File: config.mk
export PLATFORM = sky130hd
export DESIGN_NAME = group_membership_table_core
export DESIGN_NICKNAME = d
export VERILOG_FILES = /design/src/hdl/gmt_pkg.sv /design/src/hdl/gmt_ram.sv /design/src/hdl/gmt_ctrl.sv /design/src/hdl/gmt_datapath.sv /design/src/hdl/group_membership_table_core.sv
export SDC_FILE = /design/constraint.sdc
export NUM_CORES = 2
export LEC_CHECK = 0
export BUFFER_PORTS_ARGS = -buffer_cell sky130_fd_sc_hd__buf_4
export CAP_MARGIN = 15
export CORE_MARGIN = 1
export CORE_UTILIZATION = 48
export CTS_CLUSTER_SIZE = 10
export DETAILED_ROUTE_END_ITERATION = 8
export MAX_ROUTING_LAYER = met4
export PLACE_DENSITY_LB_ADDON = 0.15
export REMOVE_ABC_BUFFERS = 1
export SLEW_MARGIN = 25
export SYNTH_ARGS = -nofsm -noshare
export SYNTH_HDL_FRONTEND = slang
export SYNTH_SLANG_ARGS = --single-unit
File: constraint.sdc
create_clock -name i_clk -period 20.1 [get_ports i_clk]
set_clock_uncertainty 0.2 [all_clocks]
set_input_delay 4.02 -clock i_clk [delete_from_list [all_inputs] [get_ports i_clk]]
set_output_delay 4.02 -clock i_clk [all_outputs]
set_load 0.02 [all_outputs]
File: src/hdl/gmt_pkg.sv
`timescale 1ns / 1ps
// ----------------------------------------------------------------------------
// gmt_pkg
// Shared constants, operation codes and control types of the group
// membership table.
// ----------------------------------------------------------------------------
package gmt_pkg;

    // default sizes
    localparam int DEF_MAX_ENTRIES = 64;
    localparam int DEF_KEY_BITS    = 32;

    // operation codes on func
    localparam logic [2:0] FUNC_ADD   = 3'd0;
    localparam logic [2:0] FUNC_FIND  = 3'd1;
    localparam logic [2:0] FUNC_SET   = 3'd2;
    localparam logic [2:0] FUNC_REM   = 3'd3;
    localparam logic [2:0] FUNC_CLEAR = 3'd4;

    // result status codes
    localparam logic [1:0] ST_OK    = 2'd0;
    localparam logic [1:0] ST_RANGE = 2'd1;
    localparam logic [1:0] ST_FULL  = 2'd2;

    // datapath micro-operations
    localparam int UOP_W = 5;
    localparam logic [UOP_W-1:0] UOP_NONE      = 5'd0;
    localparam logic [UOP_W-1:0] UOP_ACCEPT    = 5'd1;
    localparam logic [UOP_W-1:0] UOP_RES_FULL  = 5'd2;
    localparam logic [UOP_W-1:0] UOP_RES_RANGE = 5'd3;
    localparam logic [UOP_W-1:0] UOP_ADD       = 5'd4;
    localparam logic [UOP_W-1:0] UOP_FIND_INIT = 5'd5;
    localparam logic [UOP_W-1:0] UOP_FIND      = 5'd6;
    localparam logic [UOP_W-1:0] UOP_FIND_HIT  = 5'd7;
    localparam logic [UOP_W-1:0] UOP_SG_RD     = 5'd8;
    localparam logic [UOP_W-1:0] UOP_SG_OLD    = 5'd9;
    localparam logic [UOP_W-1:0] UOP_SG_NEW    = 5'd10;
    localparam logic [UOP_W-1:0] UOP_SG_RD_TGT = 5'd11;
    localparam logic [UOP_W-1:0] UOP_SG_INC    = 5'd12;
    localparam logic [UOP_W-1:0] UOP_DROP_DEC  = 5'd13;
    localparam logic [UOP_W-1:0] UOP_DROP_LAST = 5'd14;
    localparam logic [UOP_W-1:0] UOP_DROP_MOVE = 5'd15;
    localparam logic [UOP_W-1:0] UOP_RENUM     = 5'd16;
    localparam logic [UOP_W-1:0] UOP_RM_RD     = 5'd17;
    localparam logic [UOP_W-1:0] UOP_RM_MOVE   = 5'd18;
    localparam logic [UOP_W-1:0] UOP_RM_WR     = 5'd19;
    localparam logic [UOP_W-1:0] UOP_CLEAR     = 5'd20;
    localparam logic [UOP_W-1:0] UOP_PUBLISH   = 5'd21;

    // controller to datapath
    typedef struct packed {
        logic [UOP_W-1:0] uop;
    } t_cmd;

    // datapath to controller
    typedef struct packed {
        logic [2:0] func;
        logic       full;
        logic       sg_bad;
        logic       rm_bad;
        logic       tgt_eq_old;
        logic       tgt_eq_gt;
        logic       gt_full;
        logic       cnt_le1;
        logic       hit;
        logic       scan_end;
        logic       out_free;
    } t_stat;

endpackage

File: src/hdl/gmt_ram.sv
`timescale 1ns / 1ps
// ----------------------------------------------------------------------------
// gmt_ram
// Simple dual-port RAM: one write port, one read port, registered read data.
// ----------------------------------------------------------------------------
module gmt_ram #(
    parameter int WIDTH = 8,
    parameter int DEPTH = 64
) (
    input  logic                     i_clk,
    input  logic                     i_wr_en,
    input  logic [$clog2(DEPTH)-1:0] i_wr_addr,
    input  logic [WIDTH-1:0]         i_wr_data,
    input  logic [$clog2(DEPTH)-1:0] i_rd_addr,
    output logic [WIDTH-1:0]         o_rd_data
);

    logic [WIDTH-1:0] r_mem [DEPTH];
    logic [WIDTH-1:0] r_rd_data;

    // write port
    always_ff @(posedge i_clk) begin
        if (i_wr_en) begin
            r_mem[i_wr_addr] <= i_wr_data;
        end
    end

    // registered read port
    always_ff @(posedge i_clk) begin
        r_rd_data <= r_mem[i_rd_addr];
    end

    assign o_rd_data = r_rd_data;

endmodule

File: src/hdl/gmt_ctrl.sv
`timescale 1ns / 1ps
// ----------------------------------------------------------------------------
// gmt_ctrl
// Sequencer of the group membership table: steps each operation through
// datapath micro-operations and handles the input handshake.
// ----------------------------------------------------------------------------
module gmt_ctrl (
    input  logic           i_clk,
    input  logic           i_rst_n,
    input  logic           i_in_valid,
    output logic           o_in_ready,
    input  gmt_pkg::t_stat i_stat,
    output gmt_pkg::t_cmd  o_cmd
);
    import gmt_pkg::*;

    localparam logic [3:0] S_IDLE      = 4'd0;
    localparam logic [3:0] S_DISP      = 4'd1;
    localparam logic [3:0] S_FIND      = 4'd2;
    localparam logic [3:0] S_SG_OLD    = 4'd3;
    localparam logic [3:0] S_SG_CHK    = 4'd4;
    localparam logic [3:0] S_SG_INC    = 4'd5;
    localparam logic [3:0] S_DROP_CHK  = 4'd6;
    localparam logic [3:0] S_DROP_MOVE = 4'd7;
    localparam logic [3:0] S_RENUM     = 4'd8;
    localparam logic [3:0] S_RM_MOVE   = 4'd9;
    localparam logic [3:0] S_RM_WR     = 4'd10;
    localparam logic [3:0] S_PUB       = 4'd11;

    logic [3:0]       r_state;
    logic [3:0]       n_state;
    logic [UOP_W-1:0] n_uop;

    // next state and micro-operation
    always_comb begin
        n_state = r_state;
        n_uop   = UOP_NONE;
        case (r_state)
            S_IDLE: begin
                if (i_in_valid) begin
                    n_uop   = UOP_ACCEPT;
                    n_state = S_DISP;
                end
            end
            S_DISP: begin
                case (i_stat.func)
                    FUNC_ADD: begin
                        n_uop   = i_stat.full ? UOP_RES_FULL : UOP_ADD;
                        n_state = S_PUB;
                    end
                    FUNC_FIND: begin
                        n_uop   = UOP_FIND_INIT;
                        n_state = S_FIND;
                    end
                    FUNC_SET: begin
                        if (i_stat.sg_bad) begin
                            n_uop   = UOP_RES_RANGE;
                            n_state = S_PUB;
                        end else begin
                            n_uop   = UOP_SG_RD;
                            n_state = S_SG_OLD;
                        end
                    end
                    FUNC_REM: begin
                        if (i_stat.rm_bad) begin
                            n_uop   = UOP_RES_RANGE;
                            n_state = S_PUB;
                        end else begin
                            n_uop   = UOP_RM_RD;
                            n_state = S_RM_MOVE;
                        end
                    end
                    FUNC_CLEAR: begin
                        n_uop   = UOP_CLEAR;
                        n_state = S_PUB;
                    end
                    default: begin
                        n_uop   = UOP_RES_RANGE;
                        n_state = S_PUB;
                    end
                endcase
            end
            S_FIND: begin
                if (i_stat.hit) begin
                    n_uop   = UOP_FIND_HIT;
                    n_state = S_PUB;
                end else if (i_stat.scan_end) begin
                    n_state = S_PUB;
                end else begin
                    n_uop = UOP_FIND;
                end
            end
            S_SG_OLD: begin
                n_uop   = UOP_SG_OLD;
                n_state = S_SG_CHK;
            end
            S_SG_CHK: begin
                // same group, a lone entry moved to a new group, or a new group with none free: no change
                if (i_stat.tgt_eq_old) begin
                    n_state = S_PUB;
                end else if (i_stat.tgt_eq_gt) begin
                    if (i_stat.gt_full || i_stat.cnt_le1) begin
                        n_state = S_PUB;
                    end else begin
                        n_uop   = UOP_SG_NEW;
                        n_state = S_DROP_CHK;
                    end
                end else begin
                    n_uop   = UOP_SG_RD_TGT;
                    n_state = S_SG_INC;
                end
            end
            S_SG_INC: begin
                n_uop   = UOP_SG_INC;
                n_state = S_DROP_CHK;
            end
            S_DROP_CHK: begin
                if (i_stat.cnt_le1) begin
                    n_uop   = UOP_DROP_LAST;
                    n_state = S_DROP_MOVE;
                end else begin
                    n_uop   = UOP_DROP_DEC;
                    n_state = S_PUB;
                end
            end
            S_DROP_MOVE: begin
                n_uop   = UOP_DROP_MOVE;
                n_state = S_RENUM;
            end
            S_RENUM: begin
                if (i_stat.scan_end) begin
                    n_state = S_PUB;
                end else begin
                    n_uop = UOP_RENUM;
                end
            end
            S_RM_MOVE: begin
                n_uop   = UOP_RM_MOVE;
                n_state = S_RM_WR;
            end
            S_RM_WR: begin
                n_uop   = UOP_RM_WR;
                n_state = S_DROP_CHK;
            end
            S_PUB: begin
                if (i_stat.out_free) begin
                    n_uop   = UOP_PUBLISH;
                    n_state = S_IDLE;
                end
            end
            default: begin
                n_state = S_IDLE;
            end
        endcase
    end

    // state register
    always_ff @(posedge i_clk) begin
        if (!i_rst_n) begin
            r_state <= S_IDLE;
        end else begin
            r_state <= n_state;
        end
    end

    assign o_in_ready = (r_state == S_IDLE);
    assign o_cmd.uop  = n_uop;

endmodule

File: src/hdl/gmt_datapath.sv
`timescale 1ns / 1ps
// ----------------------------------------------------------------------------
// gmt_datapath
// Key, group and member-count memories, table counters, scan pointer and the
// result register of the group membership table.
// ----------------------------------------------------------------------------
module gmt_datapath #(
    parameter int MAX_ENTRIES = gmt_pkg::DEF_MAX_ENTRIES,
    parameter int KEY_BITS    = gmt_pkg::DEF_KEY_BITS
) (
    input  logic           i_clk,
    input  logic           i_rst_n,
    input  gmt_pkg::t_cmd  i_cmd,
    output gmt_pkg::t_stat o_stat,
    input  logic [2:0]     i_func,
    input  logic [31:0]    i_tile_key,
    input  logic [5:0]     i_entry_index,
    input  logic [6:0]     i_target_group,
    input  logic           i_out_ready,
    output logic           o_out_valid,
    output logic           o_found,
    output logic [5:0]     o_result_index,
    output logic [1:0]     o_status,
    output logic [6:0]     o_entries_in_use,
    output logic [6:0]     o_groups_in_use
);
    import gmt_pkg::*;

    localparam int IDX_W = $clog2(MAX_ENTRIES);
    localparam int CNT_W = $clog2(MAX_ENTRIES + 1);
    localparam int CMP_W = (CNT_W > 7) ? CNT_W : 7;
    localparam int KS    = (KEY_BITS < 32) ? KEY_BITS : 32;

    // latched item
    logic [2:0]       r_func;
    logic [KS-1:0]    r_key;
    logic [5:0]       r_idx;
    logic [6:0]       r_tgt;
    // table state and work registers
    logic [CNT_W-1:0] r_et;
    logic [CNT_W-1:0] r_gt;
    logic [IDX_W-1:0] r_old;
    logic [CNT_W-1:0] r_scan;
    logic             r_pend;
    logic [IDX_W-1:0] r_pidx;
    logic             r_found;
    logic [5:0]       r_rindex;
    logic [1:0]       r_status;
    // output register
    logic             r_ovalid;
    logic             r_o_found;
    logic [5:0]       r_o_rindex;
    logic [1:0]       r_o_status;
    logic [6:0]       r_o_et;
    logic [6:0]       r_o_gt;

    // memory ports
    logic             key_we;
    logic [IDX_W-1:0] key_waddr;
    logic [KS-1:0]    key_wdata;
    logic [IDX_W-1:0] key_raddr;
    logic [KS-1:0]    key_rdata;
    logic             goe_we;
    logic [IDX_W-1:0] goe_waddr;
    logic [IDX_W-1:0] goe_wdata;
    logic [IDX_W-1:0] goe_raddr;
    logic [IDX_W-1:0] goe_rdata;
    logic             gmc_we;
    logic [IDX_W-1:0] gmc_waddr;
    logic [CNT_W-1:0] gmc_wdata;
    logic [IDX_W-1:0] gmc_raddr;
    logic [CNT_W-1:0] gmc_rdata;

    logic [UOP_W-1:0] uop;
    logic             scan_more;
    logic             renum_hit;
    logic             out_free;

    assign uop       = i_cmd.uop;
    assign scan_more = (r_scan < r_et);
    assign renum_hit = r_pend && (goe_rdata == IDX_W'(r_gt));
    assign out_free  = !r_ovalid || i_out_ready;

    // memory address and write control
    always_comb begin
        key_we    = 1'b0;
        key_waddr = IDX_W'(r_et);
        key_wdata = r_key;
        key_raddr = IDX_W'(r_scan);
        goe_we    = 1'b0;
        goe_waddr = IDX_W'(r_idx);
        goe_wdata = IDX_W'(r_tgt);
        goe_raddr = IDX_W'(r_idx);
        gmc_we    = 1'b0;
        gmc_waddr = r_old;
        gmc_wdata = gmc_rdata;
        gmc_raddr = r_old;
        case (uop)
            UOP_ADD: begin
                key_we    = 1'b1;
                goe_we    = 1'b1;
                goe_waddr = IDX_W'(r_et);
                goe_wdata = IDX_W'(r_gt);
                gmc_we    = 1'b1;
                gmc_waddr = IDX_W'(r_gt);
                gmc_wdata = CNT_W'(1);
            end
            UOP_SG_OLD: begin
                gmc_raddr = goe_rdata;
            end
            UOP_SG_NEW: begin
                goe_we    = 1'b1;
                gmc_we    = 1'b1;
                gmc_waddr = IDX_W'(r_gt);
                gmc_wdata = CNT_W'(1);
            end
            UOP_SG_RD_TGT: begin
                gmc_raddr = IDX_W'(r_tgt);
            end
            UOP_SG_INC: begin
                goe_we    = 1'b1;
                gmc_we    = 1'b1;
                gmc_waddr = IDX_W'(r_tgt);
                gmc_wdata = gmc_rdata + CNT_W'(1);
            end
            UOP_DROP_DEC: begin
                gmc_we    = 1'b1;
                gmc_wdata = gmc_rdata - CNT_W'(1);
            end
            UOP_DROP_LAST: begin
                gmc_raddr = IDX_W'(r_gt - CNT_W'(1));
            end
            UOP_DROP_MOVE: begin
                gmc_we = 1'b1;
            end
            UOP_RENUM: begin
                // rewrite the previous entry while reading the next one
                goe_raddr = IDX_W'(r_scan);
                goe_we    = renum_hit;
                goe_waddr = r_pidx;
                goe_wdata = r_old;
            end
            UOP_RM_RD: begin
                key_raddr = IDX_W'(r_et - CNT_W'(1));
            end
            UOP_RM_MOVE: begin
                key_we    = 1'b1;
                key_waddr = IDX_W'(r_idx);
                key_wdata = key_rdata;
                goe_raddr = IDX_W'(r_et - CNT_W'(1));
            end
            UOP_RM_WR: begin
                goe_we    = 1'b1;
                goe_wdata = goe_rdata;
            end
            default: begin
            end
        endcase
    end

    gmt_ram #(
        .WIDTH (KS),
        .DEPTH (MAX_ENTRIES)
    ) u_key_ram (
        .i_clk     (i_clk),
        .i_wr_en   (key_we),
        .i_wr_addr (key_waddr),
        .i_wr_data (key_wdata),
        .i_rd_addr (key_raddr),
        .o_rd_data (key_rdata)
    );

    gmt_ram #(
        .WIDTH (IDX_W),
        .DEPTH (MAX_ENTRIES)
    ) u_goe_ram (
        .i_clk     (i_clk),
        .i_wr_en   (goe_we),
        .i_wr_addr (goe_waddr),
        .i_wr_data (goe_wdata),
        .i_rd_addr (goe_raddr),
        .o_rd_data (goe_rdata)
    );

    gmt_ram #(
        .WIDTH (CNT_W),
        .DEPTH (MAX_ENTRIES)
    ) u_gmc_ram (
        .i_clk     (i_clk),
        .i_wr_en   (gmc_we),
        .i_wr_addr (gmc_waddr),
        .i_wr_data (gmc_wdata),
        .i_rd_addr (gmc_raddr),
        .o_rd_data (gmc_rdata)
    );

    // counters, scan pointer and output valid
    always_ff @(posedge i_clk) begin
        if (!i_rst_n) begin
            r_et     <= '0;
            r_gt     <= '0;
            r_scan   <= '0;
            r_pend   <= 1'b0;
            r_ovalid <= 1'b0;
        end else begin
            case (uop)
                UOP_ADD: begin
                    r_et <= r_et + CNT_W'(1);
                    r_gt <= r_gt + CNT_W'(1);
                end
                UOP_CLEAR: begin
                    r_et <= '0;
                    r_gt <= '0;
                end
                UOP_SG_NEW: begin
                    r_gt <= r_gt + CNT_W'(1);
                end
                UOP_RM_WR: begin
                    r_et <= r_et - CNT_W'(1);
                end
                UOP_DROP_MOVE: begin
                    r_gt   <= r_gt - CNT_W'(1);
                    r_scan <= '0;
                    r_pend <= 1'b0;
                end
                UOP_FIND_INIT: begin
                    r_scan <= '0;
                    r_pend <= 1'b0;
                end
                UOP_FIND, UOP_RENUM: begin
                    r_pend <= scan_more;
                    if (scan_more) begin
                        r_scan <= r_scan + CNT_W'(1);
                    end
                end
                default: begin
                end
            endcase
            if (uop == UOP_PUBLISH) begin
                r_ovalid <= 1'b1;
            end else if (i_out_ready) begin
                r_ovalid <= 1'b0;
            end
        end
    end

    // item, work and result payload
    always_ff @(posedge i_clk) begin
        case (uop)
            UOP_ACCEPT: begin
                r_func   <= i_func;
                r_key    <= KS'(i_tile_key);
                r_idx    <= i_entry_index;
                r_tgt    <= i_target_group;
                r_found  <= 1'b0;
                r_rindex <= '0;
                r_status <= ST_OK;
            end
            UOP_RES_FULL: begin
                r_status <= ST_FULL;
            end
            UOP_RES_RANGE: begin
                r_status <= ST_RANGE;
            end
            UOP_ADD: begin
                r_found  <= 1'b1;
                r_rindex <= 6'(r_et);
            end
            UOP_FIND_HIT: begin
                r_found  <= 1'b1;
                r_rindex <= 6'(r_pidx);
            end
            UOP_SG_OLD, UOP_RM_MOVE: begin
                r_old <= goe_rdata;
            end
            UOP_FIND, UOP_RENUM: begin
                r_pidx <= IDX_W'(r_scan);
            end
            UOP_PUBLISH: begin
                r_o_found  <= r_found;
                r_o_rindex <= r_rindex;
                r_o_status <= r_status;
                r_o_et     <= 7'(r_et);
                r_o_gt     <= 7'(r_gt);
            end
            default: begin
            end
        endcase
    end

    // status toward the sequencer
    always_comb begin
        o_stat.func       = r_func;
        o_stat.full       = (r_et >= CNT_W'(MAX_ENTRIES)) || (r_gt >= CNT_W'(MAX_ENTRIES));
        o_stat.sg_bad     = (CMP_W'(r_idx) >= CMP_W'(r_et)) || (CMP_W'(r_tgt) > CMP_W'(r_gt));
        o_stat.rm_bad     = (CMP_W'(r_idx) >= CMP_W'(r_et));
        o_stat.tgt_eq_old = (CMP_W'(r_tgt) == CMP_W'(r_old));
        o_stat.tgt_eq_gt  = (CMP_W'(r_tgt) == CMP_W'(r_gt));
        o_stat.gt_full    = (r_gt >= CNT_W'(MAX_ENTRIES));
        o_stat.cnt_le1    = (gmc_rdata <= CNT_W'(1));
        o_stat.hit        = r_pend && (key_rdata == r_key);
        o_stat.scan_end   = !r_pend && !scan_more;
        o_stat.out_free   = out_free;
    end

    assign o_out_valid      = r_ovalid;
    assign o_found          = r_o_found;
    assign o_result_index   = r_o_rindex;
    assign o_status         = r_o_status;
    assign o_entries_in_use = r_o_et;
    assign o_groups_in_use  = r_o_gt;

`ifndef SYNTHESIS
    // every group has at least one member once an item has settled
    a_groups_le_entries: assert property (@(posedge i_clk) disable iff (!i_rst_n)
        (uop == UOP_PUBLISH) |-> (r_gt <= r_et))
        else $error("group count exceeds entry count");

    a_entries_bound: assert property (@(posedge i_clk) disable iff (!i_rst_n)
        r_et <= CNT_W'(MAX_ENTRIES))
        else $error("entry count beyond table size");

    // a result never overwrites one still waiting
    a_publish_free: assert property (@(posedge i_clk) disable iff (!i_rst_n)
        (uop == UOP_PUBLISH) |-> out_free)
        else $error("result published over a stalled result");

    a_publish_valid: assert property (@(posedge i_clk) disable iff (!i_rst_n)
        (uop == UOP_PUBLISH) |=> r_ovalid)
        else $error("published result not presented");

    // renumbering only rewrites entries inside the table
    a_renum_in_range: assert property (@(posedge i_clk) disable iff (!i_rst_n)
        (uop == UOP_RENUM && goe_we) |-> (CNT_W'(r_pidx) < r_et))
        else $error("renumber write outside the table");
`endif

endmodule

File: src/hdl/group_membership_table_core.sv
`timescale 1ns / 1ps
// Sequence: add, clear and rejected items pass from accept through dispatch to publish.
// Find scans the entries in use; set group and remove take longest when a group
// empties and its members are renumbered.
// Throughput: one item at a time; the entry scans over the single read port of
// the key and group memories, one entry a cycle, set the worst case.
// Reset: synchronous active low; entry and group counts go to zero, no memory sweep.
// ----------------------------------------------------------------------------
// group_membership_table_core
// Packed table of keyed entries, each in one group with per-group member
// counts: add, find, set group, remove and clear.
// ----------------------------------------------------------------------------
module group_membership_table_core #(
    parameter int MAX_ENTRIES = gmt_pkg::DEF_MAX_ENTRIES,
    parameter int KEY_BITS    = gmt_pkg::DEF_KEY_BITS
) (
    input  logic        i_clk,
    input  logic        i_rst_n,
    input  logic        i_in_valid,
    output logic        o_in_ready,
    input  logic [2:0]  i_func,
    input  logic [31:0] i_tile_key,
    input  logic [5:0]  i_entry_index,
    input  logic [6:0]  i_target_group,
    output logic        o_out_valid,
    input  logic        i_out_ready,
    output logic        o_found,
    output logic [5:0]  o_result_index,
    output logic [1:0]  o_status,
    output logic [6:0]  o_entries_in_use,
    output logic [6:0]  o_groups_in_use
);
    import gmt_pkg::*;

    t_cmd  cmd;
    t_stat stat;

    // sequencer
    gmt_ctrl u_ctrl (
        .i_clk      (i_clk),
        .i_rst_n    (i_rst_n),
        .i_in_valid (i_in_valid),
        .o_in_ready (o_in_ready),
        .i_stat     (stat),
        .o_cmd      (cmd)
    );

    // memories and registers
    gmt_datapath #(
        .MAX_ENTRIES (MAX_ENTRIES),
        .KEY_BITS    (KEY_BITS)
    ) u_datapath (
        .i_clk            (i_clk),
        .i_rst_n          (i_rst_n),
        .i_cmd            (cmd),
        .o_stat           (stat),
        .i_func           (i_func),
        .i_tile_key       (i_tile_key),
        .i_entry_index    (i_entry_index),
        .i_target_group   (i_target_group),
        .i_out_ready      (i_out_ready),
        .o_out_valid      (o_out_valid),
        .o_found          (o_found),
        .o_result_index   (o_result_index),
        .o_status         (o_status),
        .o_entries_in_use (o_entries_in_use),
        .o_groups_in_use  (o_groups_in_use)
    );

endmodule

==> run summary <==
The finished layout holds 12,600 standard cells, fillers aside. The cell type group with the largest total delay on the critical path is simple AND/OR/NAND/NOR gates. The overall routed net length was 348 mm. The slowest cell on the critical path was sky130_fd_sc_hd__o22ai_1.

The count of buffering cells on the critical path with inverters included was 3. The logs give 72,600 for the number of global-route vias before repair and 4 for the largest buffer count on any clock path. Using the TritonRoute via totals, the vias-per-cell ratio works out to 6.03. The static leakage is 45.9 nW. The critical path is of the in2reg type. The average footprint of a synthesized cell came out at 13.3 µm². The number of register bits inferred by synthesis is 3,044. The ratio of total power to cell area is 129 nW/µm², and the compound-gate portion of the synthesized area is 6.22%. For the number of setup violations in the final report, the log shows 0.

The count of input and output buffers was 76; the violation count after the first detailed-routing iteration was 9,569. Among all flip-flop cells after synthesis, the most frequent one is sky130_fd_sc_hd__edfxtp_1. Post-CTS repair changed the size of 0 cells. The flow ran to the end, and the final reports show no timing, DRC or antenna violations. Setup total negative slack on the finished layout was measured at 0 ps. In this design, the stage delay of the slowest critical-path cell is 1130 ps. Synthesis produced 9,115 cells. The tools report the initial antenna violation count as 16. At the pin with the least slew margin, the transition time is 1160 ps. After detailed routing, the number of remaining DRC violations is 0. TritonCTS built the clock tree. The tools report the cell area reported after detailed placement as 126,000 µm². The tools report the top-level port count as 77. The run gives 76,200 as the total vias in the final route.

The global-route wire length before repair was 503 mm. The count of flip-flops with a built-in enable after synthesis works out to 2,972. The tree is rooted in a sky130_fd_sc_hd__clkbuf_16. Setup repair after global routing left no endpoint under its margin. After global routing the overflow that remains totals 0.

CTS built an H-tree with a depth of 5. At the end of routability-driven placement, the weighted congestion stood at 0.914. At the later pin of the worst-skew pair, clock insertion delay measures 950 ps. The tools report the all-layer global routing usage as 27.7%.

The combinational family with the most area after synthesis was simple AND/OR/NAND/NOR gates. After synthesis, the share of flip-flops with an asynchronous set or reset is 0%. Once detailed placement completed, the half-perimeter wirelength came to 200 mm.

The final critical path takes up 45.1% of the cycle. In this run the core area contains 183 standard-cell rows. Of the post-synthesis cell area, the dominant cell type holds 73.8%. The cell area that synthesis handed to floorplanning was 121,000 µm². In the synthesized netlist, mux cells make up 2.06% of the area.

The number of hold violations in the final report came out at 0. The run gives 254,000 µm² as the floorplan die area. Measured on the finished design, the core utilization comes to 54.6%. Yosys instantiated no cell more often than sky130_fd_sc_hd__edfxtp_1. The peak fanout along the critical path was 23. Across the run, the number of max-cap violations was 0. The adder and majority cell fraction of the synthesized area was 0.280%. The tools report the proportion of synthesized chip area in sequential cells as 75.0%.

The synthesized netlist devotes 0.449% of its cell area to XOR and XNOR gates. For the worst-case headroom to the max-slew limit, the log shows 22.0%. The tools report the number of distinct library cells after synthesis as 88.

After synthesis, the most frequently instantiated cells are sky130_fd_sc_hd__edfxtp_1 (2,972), sky130_fd_sc_hd__nand2_1 (2,640), sky130_fd_sc_hd__a21oi_1 (552), sky130_fd_sc_hd__nand3_1 (481), sky130_fd_sc_hd__clkbuf_1 (454). TritonCTS created 359 clock buffers. The count of nets left with antenna violations once routing finished came out at 0. STA puts the critical path data required time at 20,510 ps. Hold repair after CTS inserted 0 buffers. The synthesized design spends more area on one cell type than any other, namely sky130_fd_sc_hd__edfxtp_1.

The run gives 0 as the final number of max-transition violations. The critical path goes through buf_4 > nor2b_1 > nand2_1 > a21oi_1 > o211ai_4 > nor4_4 > nand3_1 > o22ai_1 > nand2_1 > buf_4 > nor2_4 > buf_16. The worst setup path is captured at a flop. Compared with the post-synthesis result, the final layout area differs by 12.8%. Of the cells placed in the final design, the portion with a size suffix greater than 1 is 8.85%. The run gives 17.6 mW as the total power consumption of the routed design. For the number of detailed-routing iterations run before antenna repair, the log shows 6.

For this design, the sink count on the clock tree is 3,044. The post-CTS setup buffer count is 0, and the clock slew at the register clock pins of the worst setup and hold paths is 50 ps. The simple-gate area share of the yosys netlist was 14.1%; the starting utilization of the core area was 48.4%. The largest net degree at the start of global routing was 206; the area of the core region was 250,000 µm².

For the arrival time at the worst endpoint, the log shows 9480 ps. The mean routed wirelength per cell was 27.6 µm. The count of synthesis-stage warnings from yosys is 0, and the cell count after placement is 12,100.

In this run the vertical extent of the chip is 504 µm. For this run, the top clock speed supported by timing is 110 MHz. In the post-synthesis netlist, the biggest area contributors are sky130_fd_sc_hd__edfxtp_1 (74%), sky130_fd_sc_hd__nand2_1 (8.2%), sky130_fd_sc_hd__a21oi_1 (2.3%). The die is 504 µm wide. The final critical delay including setup and external delays is 9070 ps, and the net total in the final layout is 9,262. The worst setup path is launched from a primary input.

Across the VDD grid, the largest voltage drop is 0.000139 V. The path class of the tightest hold or removal check is reg2reg. After routing the design area is 136,000 µm².
[where the power goes]
group	switching [mW]	internal (mW)
Combinational	3.05	0.846
Sequential	0.156	7.96
Clock	2.36	3.24
Total	5.56	12.0
[layout by cell type (no fill, tap or decap), types with 14 or more instances in the layout]
cell / n
sky130_fd_sc_hd__a21oi_1: 548
sky130_fd_sc_hd__a221oi_1: 19
sky130_fd_sc_hd__a311oi_1: 51
sky130_fd_sc_hd__a31oi_1: 75
sky130_fd_sc_hd__a32oi_1: 138
sky130_fd_sc_hd__and2_1: 14
sky130_fd_sc_hd__and3_1: 60
sky130_fd_sc_hd__buf_12: 17
sky130_fd_sc_hd__buf_16: 26
sky130_fd_sc_hd__buf_4: 216
sky130_fd_sc_hd__clkbuf_1: 94
sky130_fd_sc_hd__clkbuf_16: 363
sky130_fd_sc_hd__dfxtp_1: 72
sky130_fd_sc_hd__edfxtp_1: 2972
sky130_fd_sc_hd__ha_1: 27
sky130_fd_sc_hd__inv_1: 26
sky130_fd_sc_hd__mux2i_1: 242
sky130_fd_sc_hd__nand2_1: 2604
sky130_fd_sc_hd__nand2_2: 14
sky130_fd_sc_hd__nand2_4: 25
sky130_fd_sc_hd__nand3_1: 478
sky130_fd_sc_hd__nand4_1: 195
sky130_fd_sc_hd__nor2_1: 181
sky130_fd_sc_hd__nor2_4: 68
sky130_fd_sc_hd__nor2b_1: 17
sky130_fd_sc_hd__nor3_1: 40
sky130_fd_sc_hd__nor4_1: 135
sky130_fd_sc_hd__o21ai_0: 59
sky130_fd_sc_hd__o22ai_1: 146
sky130_fd_sc_hd__or3_1: 39
sky130_fd_sc_hd__or4_1: 15
sky130_fd_sc_hd__xnor2_1: 16
sky130_fd_sc_hd__xor2_1: 46
[layer usage]
layer | part of all wire (%) | vias to the layer above | global-route usage [%]
met5 | 0 | - | -
met4 | 3.7 | 0 | 9.75
met3 | 8.4 | 619 | 4.26
met2 | 47 | 3468 | 42.2
met1 | 41 | 38200 | 38.0
li1 | - | 33900 | -
[final timing paths]
kind	to	cells past startpoint	slack, ps	startpoint
setup reg to reg	u_datapath.u_key_ram.o_rd_data[5]$_DFF_P_	15	12050	u_datapath.r_et[3]$_SDFFE_PN0P_
hold reg to reg	u_datapath.o_result_index[2]$_DFFE_PP_	0	210	u_datapath.r_rindex[2]$_DFFE_PP_
setup / recovery	u_datapath.u_key_ram.r_mem[50][24]$_DFFE_PP_	12	11030	i_out_ready
hold / removal	u_datapath.o_result_index[2]$_DFFE_PP_	0	210	u_datapath.r_rindex[2]$_DFFE_PP_
[area by class of cell]
type | instances | area [µm²]
Antenna cell | 9 | 22.5
Clock buffer | 458 | 9450
Clock inverter | 20 | 174
Fill cell | 20300 | 113000
Inverter | 29 | 109
Multi-Input combinational cell | 5490 | 29100
Sequential cell | 3044 | 90700
Tap cell | 3330 | 4170
Timing Repair Buffer | 259 | 2680
[registers in the layout, summed over array words and instances, names as in the netlist, 7 cells and up]
register,count
u_datapath.o_entries_in_use,7
u_datapath.u_key_ram.r_mem,2048
u_datapath.u_gmc_ram.r_mem,448
u_datapath.r_gt,7
u_datapath.r_scan,7
u_datapath.r_tgt,7
u_datapath.r_et,7
u_datapath.u_key_ram.o_rd_data,32
u_datapath.u_goe_ram.r_mem,384
u_datapath.o_groups_in_use,7
u_datapath.r_key,32
u_datapath.u_gmc_ram.o_rd_data,7
[through the flow]
| step | hold slack (ps) | worst slack [ps] |
|---|---|---|
| floorplan | 200 | -26880 |
| global placement | 205 | 10120 |
| detailed placement | 206 | 10340 |
| CTS | 214 | 11290 |
| global route | 233 | 10840 |
| finish | 213 | 11030 |
[logic make-up after synthesis]
group,Yosys count
simple gates,3962
flops,3044
compound gates,1191
buf+inv,581
mux,248
xor+xnor,62
fa+ha+maj,27
No activity file was read; power rests on OpenSTA's default activity.
